--- src/srd_pkg.sv ---
// ---------------------------------------------------------------------------
// srd_pkg
// Shared types and constants for the refraction direction pipeline.
// ---------------------------------------------------------------------------
package srd_pkg;

  localparam int IN_W  = 16;
  localparam int OUT_W = 18;
  localparam int CFG_W = 32;
  localparam int ADDR_W = 3;

  localparam logic REG_MATERIAL = 1'b0;
  localparam logic REG_ROUGH    = 1'b1;

  localparam logic [15:0] MATERIAL_RESET = 16'd24576;
  localparam logic [14:0] ROUGH_RESET    = 15'd0;

  typedef struct packed {
    logic en;
    logic valid;
  } pipe_ctl_t;

endpackage

--- src/srd_sqrt.sv ---
// ---------------------------------------------------------------------------
// srd_sqrt
// Pipelined integer floor square root, one root bit per register stage,
// with a sideband word that travels alongside.
// ---------------------------------------------------------------------------
module srd_sqrt #(
  parameter int VW = 32,
  parameter int SW = 1
) (
  input  logic                     clk,
  input  logic                     rst,
  input  srd_pkg::pipe_ctl_t       ctl,
  input  logic [VW-1:0]            val,
  input  logic [SW-1:0]            side_in,
  output logic                     valid_out,
  output logic [(VW+1)/2-1:0]      root,
  output logic [SW-1:0]            side_out
);

  localparam int RW = (VW + 1) / 2;
  localparam int PW = 2 * RW;
  localparam int TW = RW + 2;

  logic [PW-1:0] v_s  [RW+1];
  logic [TW-1:0] r_s  [RW+1];
  logic [RW-1:0] q_s  [RW+1];
  logic [SW-1:0] sd_s [RW+1];
  logic          vl_s [RW+1];

  assign v_s[0]  = PW'(val);
  assign r_s[0]  = '0;
  assign q_s[0]  = '0;
  assign sd_s[0] = side_in;
  assign vl_s[0] = ctl.valid;

  for (genvar j = 0; j < RW; j++) begin : g_stage
    logic [TW-1:0] sh;
    logic [TW-1:0] trial;
    logic          take;

    assign sh    = {r_s[j][TW-3:0], v_s[j][PW-1 -: 2]};
    assign trial = {q_s[j], 2'b01};
    assign take  = (sh >= trial);

    always_ff @(posedge clk) begin
      if (rst) begin
        vl_s[j+1] <= 1'b0;
      end else if (ctl.en) begin
        vl_s[j+1] <= vl_s[j];
      end
    end

    always_ff @(posedge clk) begin
      if (ctl.en) begin
        v_s[j+1]  <= {v_s[j][PW-3:0], 2'b00};
        r_s[j+1]  <= take ? (sh - trial) : sh;
        q_s[j+1]  <= {q_s[j][RW-2:0], take};
        sd_s[j+1] <= sd_s[j];
      end
    end
  end

  assign valid_out = vl_s[RW];
  assign root      = q_s[RW];
  assign side_out  = sd_s[RW];

endmodule

--- config.mk ---
export PLATFORM = sky130hd
export DESIGN_NAME = srd_sqrt
export DESIGN_NICKNAME = d
export VERILOG_FILES = /design/src/srd_pkg.sv /design/src/srd_sqrt.sv
export SDC_FILE = /design/constraint.sdc
export NUM_CORES = 1
export LEC_CHECK = 0
export BUFFER_PORTS_ARGS = -buffer_cell sky130_fd_sc_hd__buf_2
export CORE_MARGIN = 1
export CORE_UTILIZATION = 42
export CTS_BUF_LIST = sky130_fd_sc_hd__clkbuf_8
export DETAILED_ROUTE_END_ITERATION = 12
export PLACE_DENSITY = 0.57
export REMOVE_ABC_BUFFERS = 1
export SYNTH_ARGS = -nofsm -noshare
export SYNTH_HDL_FRONTEND = slang
export SYNTH_SLANG_ARGS = --single-unit
--- constraint.sdc ---
create_clock -name clk -period 5.7 [get_ports clk]
set_input_delay 1.14 -clock clk [delete_from_list [all_inputs] [get_ports clk]]
set_output_delay 1.14 -clock clk [all_outputs]
set_load 0.01 [all_outputs]
==> impl_metrics.tcl <==
set metrics [dict create \
    postSynthRegisterBits 632 \
    p_leak_nw 12.5 \
    timing.critical_path.arrival_ns 3.64 \
    drtIter0Drc 1114 \
    yosys_warnings 0 \
    depth_of_the_worst_hold_timing_path 0 \
    synth_async_reset_ratio_pct 0 \
    route.detailed.vias_per_inst 5.12 \
    critical-path-max-stage-delay_ns 0.98 \
    placement.cell_area_um2 30200 \
    max_freq_mhz 313 \
    post_cts_resized 0 \
    cts_num_sinks 632 \
    synth_seq_area_share_pct 65.4 \
    netlist_top_cells_count "616 x sky130_fd_sc_hd__edfxtp_1, 179 x sky130_fd_sc_hd__inv_1, 152 x sky130_fd_sc_hd__ha_1" \
    route.vias.total 16300 \
    power_density_nw_per_um2 360 \
    antenna_found_initial 1 \
    mean_post_synth_cell_area_um2 13.8 \
    finalWorstPathRequiredPeriod_ns 3.19 \
    finish.net_count 2411 \
    min_delay_worst_endpoint "g_stage[13].sh[1]$_DFFE_PP_" \
    max-vdd-ir-drop_uv 204 \
    netlist_area_um2 28800 \
    port_buffers 54 \
    drt-pass1-iter-count 5 \
    place_congestion 0.901 \
    detailedPlacementHpwl_mm 34.5 \
    die-area_um2 69600 \
    slew-limit-headroom_pct 14.7 \
    synth_top_area_share_pct 64.3 \
    launching_element_type_of_the_critical_path "register" \
    max-clock-path-buffers 3 \
    cts.repair_timing.setup_buffer_count 0 \
    cts.reportedPaths.clkPinSlew_ns 0.06 \
    area_growth_pct 11.6 \
    worstSetupEndpointType "register" \
    tritoncts_buffers 108 \
    cts-htree-levels 3 \
    grt_pass1_wl_mm 82.5 \
    io_pins 55 \
    rr_worst_depth 7 \
    dieWidth_um 264 \
    placement_rows 95 \
    worstPathRequired_ns 6.15 \
    synth_flop_cell "sky130_fd_sc_hd__edfxtp_1" \
    start_util_pct 42.6 \
    clk_root_buffer_cell "sky130_fd_sc_hd__clkbuf_8" \
    cell_with_the_most_instances_after_synthesis "sky130_fd_sc_hd__edfxtp_1" \
    reg2reg_setup_slack_ns 2.51 \
    outcome "complete, no violations" \
    cts_tree "done" \
    critPathMostFrequentCell "sky130_fd_sc_hd__a21oi_1" \
    design.core.area_um2 67500 \
    report.final.setup_viol 0 \
    drt_drc_violations_left 0 \
    rr_endpoint "g_stage[14].sh[12]$_DFFE_PP_" \
    finalInstanceArea_um2 32100 \
    synth.largest_area_cell "sky130_fd_sc_hd__edfxtp_1" \
    criticalPathCategory "register to register" \
    clock_latency_ns 0.69 \
    unrepaired_setup_endpoints_after_global_routing "false" \
    cts.hold.buffers_added 0 \
    synth_edf_count 616 \
    timing.hold.worst.class "register to register" \
    first_global_vias 16200 \
    global_route.overflow_total 0 \
    timing.rr.start "g_stage[13].sh[3]$_DFFE_PP_" \
    share_of_final_layout_standard_cells_stronger_than_drive_strength_1_pct 12.8 \
    fin_worst_skew_ns 0.0304 \
    drt-total-wl_mm 50.6 \
    cp_max_fo 15 \
    finalHoldViolations 0 \
    cp_cell_sequence "ha_1, o211ai_1, a21oi_1, o21bai_1, a21oi_1, nor3_2, mux2_2" \
    timing.critical_path.slowest_stage_cell "sky130_fd_sc_hd__nor3_2" \
    dp_slack_ns 2.49 \
    synth_area_leaders "sky130_fd_sc_hd__edfxtp_1 64%, sky130_fd_sc_hd__ha_1 6.6%, sky130_fd_sc_hd__mux2_2 3.0%" \
    worst_slew_pin_slew_ns 1.27 \
    die_y_um 264 \
    synth_cells 2079 \
    drtAntennaViolNets 0 \
    synth.distinct_cells 75 \
    final-max-slew-violation-count 0 \
    hold_path_startpoint "v_s[157]$_DFFE_PP_" \
    layout_worst_path_cycle_share_pct 56.0 \
    grt_max_degree 129 \
    groute.usage.overall_pct 14.6 \
    worst_slack_ns 2.51 \
    tns_ns 0 \
    cap_violations 0 \
    wire_per_inst_um 15.9 \
]
cell families (layout without fill, tap and decap cells):
group	after synthesis	count (layout)	share of synthesized area, %
mux	109	109	4.19
fa+ha+maj	152	152	6.61
buf+inv	209	439	2.79
compound gates	357	357	7.95
flops	632	632	65.4
simple gates	457	457	8.14
xor+xnor	162	162	4.93
other cells	1	6	0.0130
where the power goes:
group          internal (W)  switching (W)
combinational      0.000869        0.00103
sequential          0.00573       0.000264
clock               0.00187        0.00180
registers in the layout, indices dropped and copies added, names as in the netlist:
register and cells:
g_stage.sh 254, v_s 210, sd_s 15, valid_out 1, side_out 1, root 16
g_stage.trial 120, vl_s 15
per-stage QoR:
step / hold slack, ns / power [W] / utilization [%] / instances
5_1_grt: 0.412 / 0.0122 / 47.6 / 3187
3_5_place_dp: 0.405 / 0.00799 / 44.7 / 2985
4_1_cts: 0.400 / 0.0118 / 47.5 / 3182
2_1_floorplan: 0.400 / 0.00741 / - / 2051
3_3_place_gp: 0.400 / 0.00795 / 44.7 / 2985
6_report: 0.399 / 0.0116 / 47.6 / 3187
per-layer routing:
| layer | global-route usage (%) | vias to the layer above | part of all wire [%] |
|---|---|---|---|
| li1 | - | 8075 | - |
| met1 | 19.3 | 7815 | 46 |
| met2 | 23.5 | 336 | 47 |
| met3 | 2.98 | 96 | 5.1 |
| met4 | 5.61 | 0 | 2.3 |
| met5 | 0 | - | 0 |
how the worst max path moves through the flow:
stage | startpoint | end
finish | g_stage[13].sh[3]$_DFFE_PP_ | g_stage[14].sh[12]$_DFFE_PP_
detailed placement | g_stage[13].sh[3]$_DFFE_PP_ | g_stage[14].sh[11]$_DFFE_PP_
floorplan | g_stage[7].sh[7]$_DFFE_PP_ | g_stage[8].sh[9]$_DFFE_PP_
CTS | g_stage[13].sh[3]$_DFFE_PP_ | g_stage[14].sh[12]$_DFFE_PP_
global route | g_stage[13].sh[3]$_DFFE_PP_ | g_stage[14].sh[12]$_DFFE_PP_
global placement | g_stage[13].sh[3]$_DFFE_PP_ | g_stage[14].sh[5]$_DFFE_PP_
cells in the final DEF (no fill, tap or decap), types with 77 or more instances in the layout:
cell type,count
sky130_fd_sc_hd__ha_1,152
sky130_fd_sc_hd__edfxtp_1,616
sky130_fd_sc_hd__clkbuf_8,108
sky130_fd_sc_hd__nor2_1,117
sky130_fd_sc_hd__nand2_1,83
sky130_fd_sc_hd__xnor2_1,84
sky130_fd_sc_hd__inv_1,217
sky130_fd_sc_hd__a21oi_1,121
sky130_fd_sc_hd__mux2_2,77
sky130_fd_sc_hd__xor2_1,78
cell type report:
cell class	count	area, µm²
repair buffers	61	395
well taps	873	1090
fillers	5947	35400
clock buffers	108	1490
multi-input cells	1238	9170
flip-flops and latches	632	18800
diodes	5	12.5
inverters	181	679
clock inverters	89	462
worst max-delay path, delay by kind of cell (launching register included):
family | cells | cell delay [ns]
AND/OR/NAND/NOR | 1 | 0.98
AO/OA/AOI/OAI | 4 | 0.77
multiplexers | 1 | 0.44
flip-flops | 1 | 0.38
adder cells (fa/ha/maj) | 1 | 0.38
(Power assumes the default switching activity.)
