==> src/srd_pkg.sv <==
// ---------------------------------------------------------------------------
// srd_pkg
// Shared types and constants for the refraction direction pipeline.
// ---------------------------------------------------------------------------
package srd_pkg;

  localparam int IN_W  = 16;
  localparam int OUT_W = 18;
  localparam int CFG_W = 32;
  localparam int ADDR_W = 3;

  localparam logic REG_MATERIAL = 1'b0;
  localparam logic REG_ROUGH    = 1'b1;

  localparam logic [15:0] MATERIAL_RESET = 16'd24576;
  localparam logic [14:0] ROUGH_RESET    = 15'd0;

  typedef struct packed {
    logic en;
    logic valid;
  } pipe_ctl_t;

endpackage

==> src/srd_div.sv <==
// ---------------------------------------------------------------------------
// srd_div
// Pipelined restoring divider, one quotient bit per register stage, LANES
// numerators over one shared divisor, with a sideband word alongside.
// ---------------------------------------------------------------------------
module srd_div #(
  parameter int NW    = 30,
  parameter int DW    = 16,
  parameter int QW    = 15,
  parameter int LANES = 1,
  parameter int SW    = 1
) (
  input  logic                         clk,
  input  logic                         rst,
  input  srd_pkg::pipe_ctl_t           ctl,
  input  logic [LANES-1:0][NW-1:0]     num,
  input  logic [DW-1:0]                den,
  input  logic [SW-1:0]                side_in,
  output logic                         valid_out,
  output logic [LANES-1:0][QW-1:0]     quo,
  output logic [SW-1:0]                side_out
);

  logic [LANES-1:0][DW-1:0] rm_s [QW+1];
  logic [LANES-1:0][QW-1:0] lo_s [QW+1];
  logic [DW-1:0]            dn_s [QW+1];
  logic [SW-1:0]            sd_s [QW+1];
  logic                     vl_s [QW+1];

  always_comb begin
    for (int l = 0; l < LANES; l++) begin
      rm_s[0][l] = DW'(num[l][NW-1:QW]);
      lo_s[0][l] = num[l][QW-1:0];
    end
  end

  assign dn_s[0] = den;
  assign sd_s[0] = side_in;
  assign vl_s[0] = ctl.valid;

  for (genvar j = 0; j < QW; j++) begin : g_stage
    logic [LANES-1:0][DW-1:0] rm_next;
    logic [LANES-1:0][QW-1:0] lo_next;

    always_comb begin
      logic [DW:0] sh;
      for (int l = 0; l < LANES; l++) begin
        sh = {rm_s[j][l], lo_s[j][l][QW-1]};
        if (sh >= {1'b0, dn_s[j]}) begin
          rm_next[l] = DW'(sh - {1'b0, dn_s[j]});
          lo_next[l] = {lo_s[j][l][QW-2:0], 1'b1};
        end else begin
          rm_next[l] = DW'(sh);
          lo_next[l] = {lo_s[j][l][QW-2:0], 1'b0};
        end
      end
    end

    always_ff @(posedge clk) begin
      if (rst) begin
        vl_s[j+1] <= 1'b0;
      end else if (ctl.en) begin
        vl_s[j+1] <= vl_s[j];
      end
    end

    always_ff @(posedge clk) begin
      if (ctl.en) begin
        rm_s[j+1] <= rm_next;
        lo_s[j+1] <= lo_next;
        dn_s[j+1] <= dn_s[j];
        sd_s[j+1] <= sd_s[j];
      end
    end
  end

  assign valid_out = vl_s[QW];
  assign quo       = lo_s[QW];
  assign side_out  = sd_s[QW];

endmodule

==> config.mk <==
export PLATFORM = sky130hd
export DESIGN_NAME = srd_div
export DESIGN_NICKNAME = d
export VERILOG_FILES = /design/src/srd_pkg.sv /design/src/srd_div.sv
export SDC_FILE = /design/constraint.sdc
export NUM_CORES = 1
export LEC_CHECK = 0
export CAP_MARGIN = 25
export CORE_MARGIN = 2
export CORE_UTILIZATION = 55
export CTS_CLUSTER_SIZE = 10
export DETAILED_ROUTE_END_ITERATION = 12
export DONT_BUFFER_PORTS = 1
export PLACE_DENSITY = 0.66
export SYNTH_ARGS = -nofsm -noshare
export SYNTH_HDL_FRONTEND = slang
export SYNTH_SLANG_ARGS = --single-unit
==> constraint.sdc <==
create_clock -name clk -period 4.1 [get_ports clk]
set_input_delay 0.82 -clock clk [delete_from_list [all_inputs] [get_ports clk]]
set_output_delay 0.82 -clock clk [all_outputs]
set_load 0.005 [all_outputs]
==> results of run 1 <==
[how the worst max path moves through the flow]
| stage | startpoint | endpoint | slack [ps] | cells past startpoint |
|---|---|---|---|---|
| finish | ctl[1] | lo_s[154] | 50 | 0 |
| global route | dn_s[161] | g_stage[6].$4.sh[6] | 380 | 10 |
| CTS | dn_s[161] | g_stage[6].$4.sh[6] | 640 | 10 |
| detailed placement | dn_s[161] | g_stage[6].$4.sh[6] | 650 | 10 |
| global placement | dn_s[161] | g_stage[6].$4.sh[6] | 770 | 10 |
| floorplan | num[14] | g_stage[1].$4.sh[14] | 1040 | 12 |
[layout make-up]
type | instances | area [um2] | share of cell area
clock buffer | 101 | 2100 | 0.0549
clock inverter | 9 | 130 | 0.00340
inverter | 306 | 1150 | 0.0300
multi-input combinational | 1715 | 12800 | 0.334
sequential | 703 | 21000 | 0.547
tap | 846 | 1060 | 0.0276
timing repair buffer | 15 | 113 | 0.00294
[synthesized netlist by cell type, types with 5 or more instances]
library cell                count
sky130_fd_sc_hd__a21oi_1      180
sky130_fd_sc_hd__and2_1         6
sky130_fd_sc_hd__xor2_1        58
sky130_fd_sc_hd__nor2b_1       39
sky130_fd_sc_hd__nor4_1        12
sky130_fd_sc_hd__or2_2          7
sky130_fd_sc_hd__mux2_4         7
sky130_fd_sc_hd__edfxtp_1     688
sky130_fd_sc_hd__fa_1          14
sky130_fd_sc_hd__nor3_1        26
sky130_fd_sc_hd__o22ai_1        8
sky130_fd_sc_hd__and4_1         6
sky130_fd_sc_hd__a211o_1        8
sky130_fd_sc_hd__a21boi_0       8
sky130_fd_sc_hd__inv_1        306
sky130_fd_sc_hd__nand3_1       38
sky130_fd_sc_hd__buf_4          5
sky130_fd_sc_hd__ha_1         240
sky130_fd_sc_hd__nand2_1      155
sky130_fd_sc_hd__clkbuf_1      17
sky130_fd_sc_hd__o21bai_1      16
sky130_fd_sc_hd__o211ai_1       7
sky130_fd_sc_hd__a2111oi_0      5
sky130_fd_sc_hd__o31ai_1       19
sky130_fd_sc_hd__mux2_2       100
sky130_fd_sc_hd__a31oi_1       26
sky130_fd_sc_hd__nand3b_1       7
sky130_fd_sc_hd__o21ai_0      149
sky130_fd_sc_hd__nor2_1       167
sky130_fd_sc_hd__and3_1         5
sky130_fd_sc_hd__o31a_1        17
sky130_fd_sc_hd__nand4_1       30
sky130_fd_sc_hd__xnor2_1       94
sky130_fd_sc_hd__o21a_1        58
sky130_fd_sc_hd__nand2b_1      30
sky130_fd_sc_hd__buf_2          8
sky130_fd_sc_hd__a21o_1        54
sky130_fd_sc_hd__a211oi_1      21
sky130_fd_sc_hd__dfxtp_1       15
sky130_fd_sc_hd__mux2i_1       30
sky130_fd_sc_hd__mux2_1         9
[state kept, by name, indices dropped and copies added (netlist names)]
| name | cells |
|---|---|
| g_stage.$4.sh | 238 |
| dn_s | 224 |
| lo_s | 196 |
| quo | 15 |
| sd_s | 14 |
| vl_s | 14 |
| side_out | 1 |
| valid_out | 1 |
[kinds of logic after synthesis]
family,after synthesis
AOI/OAI and AO/OA,623
xor gates and xnor gates,152
adders and majority gates,254
buffers and inverters,341
DFF,703
muxes,146
and+or+nand+nor,540
[where the power goes]
| part | switching (uW) | total [uW] | leakage, uW | internal (uW) |
|---|---|---|---|---|
| Clock | 2700 | 6300 | 0.00108 | 3600 |
| Sequential | 850 | 11000 | 0.00684 | 10100 |
| Combinational | 5680 | 10600 | 0.00718 | 4930 |
| Total | 9230 | 27900 | 0.0151 | 18700 |
[cell usage in the layout (no fill, tap or decap), drive strengths merged, types with 30 or more instances in the layout]
master,instances
clkbuf,101
a21o,54
edfxtp,688
xor2,58
nand4,30
mux2,116
a21oi,182
nand2,155
ha,240
o21a,58
xnor2,94
nand2b,30
inv,311
mux2i,30
nand3,39
nor2b,40
nor2,167
o21ai,156
[layer usage]
metal / up-vias / routed length [um]
li1: 10284 / -
met1: 10160 / 27800
met2: 445 / 33900
met3: 138 / 2710
met4: 0 / 2010
met5: - / 0
[through the flow]
step           total power (uW)  worst slack, ps
2_1_floorplan             19100             1040
3_3_place_gp              21300              769
3_5_place_dp              21600              654
4_1_cts                   28000              645
5_1_grt                   29700              377
6_report                  27900             51.9
==> reports/metrics.yaml, run 1 <==
run_status:
  status: "finished, violations left"
  violations: "slew limit"
clock_tree:
  h_tree_levels: 3
  worst_skew_pair.late_latency_ps: 630
  clockBufferDepth: 3
  clock_sinks: 703
  holdBufCountCts: 0
  clkSlewWorstSetupHoldPaths_ps: 60
  tritoncts: "built"
  clock-root-buffer: "sky130_fd_sc_hd__clkbuf_16"
  cts.repair.resized: 0
  cts-buffers-inserted: 81
  post_cts_buffers: 0
sta:
  final_min_period_over_clock_period: 0.987
  hold-worst-slack_ps: 267
  f_max_mhz: 247
  setup_repair_after_global_routing_missed_its_margin: "no"
  final.setup.tns_ps: 0
  clock_skew_ps: 16.3
  timing.final.crit_period_ps: 4050
  slew-limit-headroom: -2.12
  worst_slew_pin_slew_ps: 4690
  final_max_slew_viol_count: 584
  finalSetupViolCount: 0
  final-hold-violation-count: 0
layout:
  area_growth_pct: 9.19
  stdcell_area_um2: 38300
  post_route_cells_drive_above_1_share: 0.0846
  antenna_cells_inserted: 0
  non_filler_instances: 3695
  nets: 3127
  post-route-util: 0.607
  fillers: 5002
global_route:
  global_route.usage.met1: 0.249
  grt_max_degree: 704
  globalRoute.busiestLayer: "met2"
  use_met3: 0.0317
  grt_util_met2: 0.361
  antenna_found_initial: 0
  first_global_vias: 21173
  gr-total-overflow: 0
  first_pass_grt_wire_length_um: 108000
  grt.total_usage: 0.203
placement:
  post-place-cells: 3585
  gp_congestion: 0.905
  buffer_ports.inserted: 0
  dp_hpwl_um: 46700
  cell_area_after_placement_um2: 36100
min_path:
  timing.hold.worst.start: "rst"
  hp-class: "primary input to flip-flop"
  whs_endpoint: "valid_out"
  worstHoldPathCells: 1
power_and_ir_drop:
  ir_drop_mv: 0.372
  cellPowerDensity_nw_per_um2: 728
  power.static_leakage_uw: 0.0151
yosys:
  syn_area_per_cell_um2: 12.7
  yosys.area.top_type: "sky130_fd_sc_hd__edfxtp_1"
  synthDistinctLibCells: 76
  post_synth_simple_gate_area: 0.0726
  synth_cells: 2759
  mux_contribution_to_synthesized_area: 0.0465
  largest_family_of_logic_cells_by_synthesized_area: "compound AO/OA/AOI/OAI gates"
  synth-xor-area-share: 0.0379
  syn-num-nets: 3064
  synth-async-reset-ratio: 0
  synth_largest_type_area_fraction: 0.589
  synth_top_flop_cell: "sky130_fd_sc_hd__edfxtp_1"
  synthesized_area_fraction_occupied_by_adder_cells: 0.0936
  synth_compound_gate_area_share: 0.114
  synth-seq-cells: 703
  synth_seq_area_share: 0.597
  synth-edff-count: 688
  netlist_area_um2: 35100
  synthesis.yosys.warnings: 0
  largest_cells_by_area_after_synthesis: "sky130_fd_sc_hd__edfxtp_1 59%, sky130_fd_sc_hd__ha_1 8.6%, sky130_fd_sc_hd__inv_1 3.3%, sky130_fd_sc_hd__mux2_2 3.2%, sky130_fd_sc_hd__a21oi_1 2.6%"
routing:
  antenna_left: 0
  drcViolationCount: 0
  routed-via-count: 21027
  drt-initial-drc-count: 1406
  drt_pass1_iterations: 5
  drt-vias-per-instance: 5.69
  routed_wl_um: 66400
  post_drt_wl_per_cell_um: 18.0
floorplanning:
  floorplan.die.width_um: 257
  die_area_um2: 65800
  core_region_area_um2: 63100
  die_height_um: 257
  starting_density_of_the_core: 0.556
  i_o_pin_cnt: 68
  placementRows: 92
worst_setup_path:
  cp_max_fo: 703
  critical_path.endpoint_type: "flip-flop"
  cp.arrival_ps: 3040
  start_kind: "primary input"
  worst_r2r_path_depth: 10
  r2r_end: "g_stage[6].$4.sh[6]"
  worst-r2r-setup-slack_ps: 670
  timing.critical_path.required_ps: 3090
  setup.worst_path.class: "primary input to flip-flop"
  crit-reg2reg-launch: "dn_s[161]"
job:
  cap_violations: 0
(Power assumes the default switching activity.)
==> run 2, diff against run 1 <==
Settings changed: CORE_MARGIN 2 to 1.5.
==> reports/metrics.yaml, run 2 (synthesis results as in run 1) <==
run_status:
  status: "finished, violations left"  # unchanged
  violations: "slew limit"  # unchanged
layout:
  post_route_cells_drive_above_1_share: 0.0839  # was 0.0846
  antenna_cells_inserted: 0  # unchanged
  mostFrequentLayoutCells: "688 x sky130_fd_sc_hd__edfxtp_1, 306 x sky130_fd_sc_hd__inv_1, 240 x sky130_fd_sc_hd__ha_1, 180 x sky130_fd_sc_hd__a21oi_1, 167 x sky130_fd_sc_hd__nor2_1"  # unchanged
  area_growth_pct: 9.15  # was 9.19%
  nets: 3126  # was 3,127
  largest_register_ff_count: 238  # unchanged
  post-route-util: 0.607  # about the same
  final_common_cell: "sky130_fd_sc_hd__edfxtp_1"  # unchanged
sta:
  setup_repair_after_global_routing_missed_its_margin: "no"  # unchanged
  slew-limit-headroom: -1.22  # was -2.12
  finalSetupViolCount: 0  # unchanged
  worst_slew_pin_slew_ps: 3330  # was 4690 ps
  final-hold-violation-count: 0  # unchanged
  timing.final.crit_period_ps: 3460  # was 4050 ps
  final.setup.tns_ps: 0  # unchanged
  final_max_slew_viol_count: 457  # was 584
  clock_skew_ps: 21.2  # was 16.3 ps
  f_max_mhz: 289  # was 247 MHz
  final_min_period_over_clock_period: 0.845  # was 0.987
placement:
  buffer_ports.inserted: 0  # unchanged
  gp_congestion: 0.889  # was 0.905
  dp_hpwl_um: 47100  # was 46,700 um
power_and_ir_drop:
  cellPowerDensity_nw_per_um2: 729  # was 728 nW/um2
  power.static_leakage_uw: 0.0151  # about the same
  ir_drop_mv: 0.505  # was 0.372 mV
worst_setup_path:
  number_of_buffers_and_inverters_on_the_critical_path: 1
  setup.worst_path.class: "flip-flop to flip-flop"  # was primary input to flip-flop
  start_kind: "flip-flop"  # was primary input
  timing.critical_path.required_ps: 4460  # was 3090 ps
  critical_path.cell_chain: "inv_1 > ha_1 > nor2b_1 > o31ai_1 > a21oi_1 > o21ai_1 > a21oi_1 > nor4_1 > o21a_1 > mux2_2"
  critical_path.max_stage_delay_ps: 700
  critical_path.endpoint_type: "flip-flop"  # unchanged
  worst_path_max_delay_cell: "sky130_fd_sc_hd__o21a_1"
  critical-path-top-delay-family: "compound AO/OA/AOI/OAI gates"
  cp.arrival_ps: 3830  # was 3040 ps
  cp_max_fo: 16  # was 703
  critPathMostFrequentCell: "sky130_fd_sc_hd__a21oi_1"
clock_tree:
  clockBufferDepth: 3  # unchanged
  cts.repair.resized: 0  # unchanged
  post_cts_buffers: 0  # unchanged
  holdBufCountCts: 0  # unchanged
  cts-buffers-inserted: 81  # unchanged
  clock_sinks: 703  # unchanged
  worst_skew_pair.late_latency_ps: 630  # about the same
  h_tree_levels: 3  # unchanged
  tritoncts: "built"  # unchanged
  clock-root-buffer: "sky130_fd_sc_hd__clkbuf_16"  # unchanged
  clkSlewWorstSetupHoldPaths_ps: 60  # about the same
floorplanning:
  floorplan.die.width_um: 256  # was 257 um
  die_area_um2: 65300  # was 65,800 um2
  starting_density_of_the_core: 0.556  # unchanged
  placementRows: 92  # unchanged
  die_height_um: 256  # was 257 um
  core_region_area_um2: 63100  # unchanged
  i_o_pin_cnt: 68  # unchanged
global_route:
  first_pass_grt_wire_length_um: 108000  # about the same
  grt.total_usage: 0.204  # was 0.203
  antenna_found_initial: 0  # unchanged
  gr-total-overflow: 0  # unchanged
  grt_max_degree: 704  # unchanged
  first_global_vias: 21381  # was 21,173
routing:
  routed-via-count: 21066  # was 21,027
  antenna_left: 0  # unchanged
  post_drt_wl_per_cell_um: 18.1  # was 18.0 um
  drt-initial-drc-count: 1320  # was 1,406
  drt-vias-per-instance: 5.70  # was 5.69
  routed_wl_um: 66900  # was 66,400 um
  drcViolationCount: 0  # unchanged
  drt_pass1_iterations: 5  # unchanged
min_path:
  hp-class: "primary input to flip-flop"  # unchanged
job:
  cap_violations: 0  # unchanged
[run 2: cell types whose count changed in the layout (fill, tap and decap cells not counted), sizes merged]
cell	delta
buf	-1
clkbuf	-2
clkinv	+1
[run 2: area by class of cell]
class                           count  area [um2]
Sequential cell                   703       21000
Clock buffer                       99        2090
Clock inverter                     10         133
Fill cell                        4944       24800
Timing Repair Buffer               14         105
Tap cell                          846        1060
Multi-Input combinational cell   1715       12800
Inverter                          306        1150
[run 2: routing by layer]
metal,up-vias,wire (um),GRT usage,part of all wire
li1,10286,-,-,-
met1,10174,27600,0.245,0.41
met2,466,34400,0.366,0.51
met3,140,2600,0.0297,0.039
met4,0,2310,0.0871,0.035
met5,-,0,0,0
[run 2: final timing paths]
check | cells after the start | slack, ps | from | endpoint
setup / recovery | 10 | 640 | dn_s[161] | g_stage[6].$4.sh[6]
hold / removal | 1 | 270 | rst | vl_s[4]
setup reg to reg | 10 | 640 | dn_s[161] | g_stage[6].$4.sh[6]
hold reg to reg | 0 | 410 | lo_s[83] | lo_s[69]
[run 2: through the flow]
stage | std cells | power (uW) | cell area [um2] | setup slack [ps] | hold WS (ps)
floorplan | 2759 | 19100 | 35100 | 1040 | 400
finish | 3693 | 27900 | 38300 | 636 | 274
CTS | 3693 | 28100 | 38300 | 640 | 234
global route | 3693 | 29700 | 38300 | 405 | 243
global placement | 3584 | 21300 | 36100 | 770 | 401
detailed placement | 3584 | 21600 | 36100 | 654 | 405
[run 2: worst reg2reg max path, stage by stage (launching register included)]
cell,delay [ps]
sky130_fd_sc_hd__edfxtp_1,400
sky130_fd_sc_hd__inv_1,60
sky130_fd_sc_hd__ha_1,300
sky130_fd_sc_hd__nor2b_1,150
sky130_fd_sc_hd__o31ai_1,340
sky130_fd_sc_hd__a21oi_1,200
sky130_fd_sc_hd__o21ai_1,260
sky130_fd_sc_hd__a21oi_1,130
sky130_fd_sc_hd__nor4_1,240
sky130_fd_sc_hd__o21a_1,700
sky130_fd_sc_hd__mux2_2,430
[run 2: power by group]
| part | internal [uW] | total [uW] | switching (uW) |
|---|---|---|---|
| registers | 10100 | 11000 | 853 |
| logic | 4930 | 10700 | 5730 |
| clock network | 3590 | 6280 | 2690 |
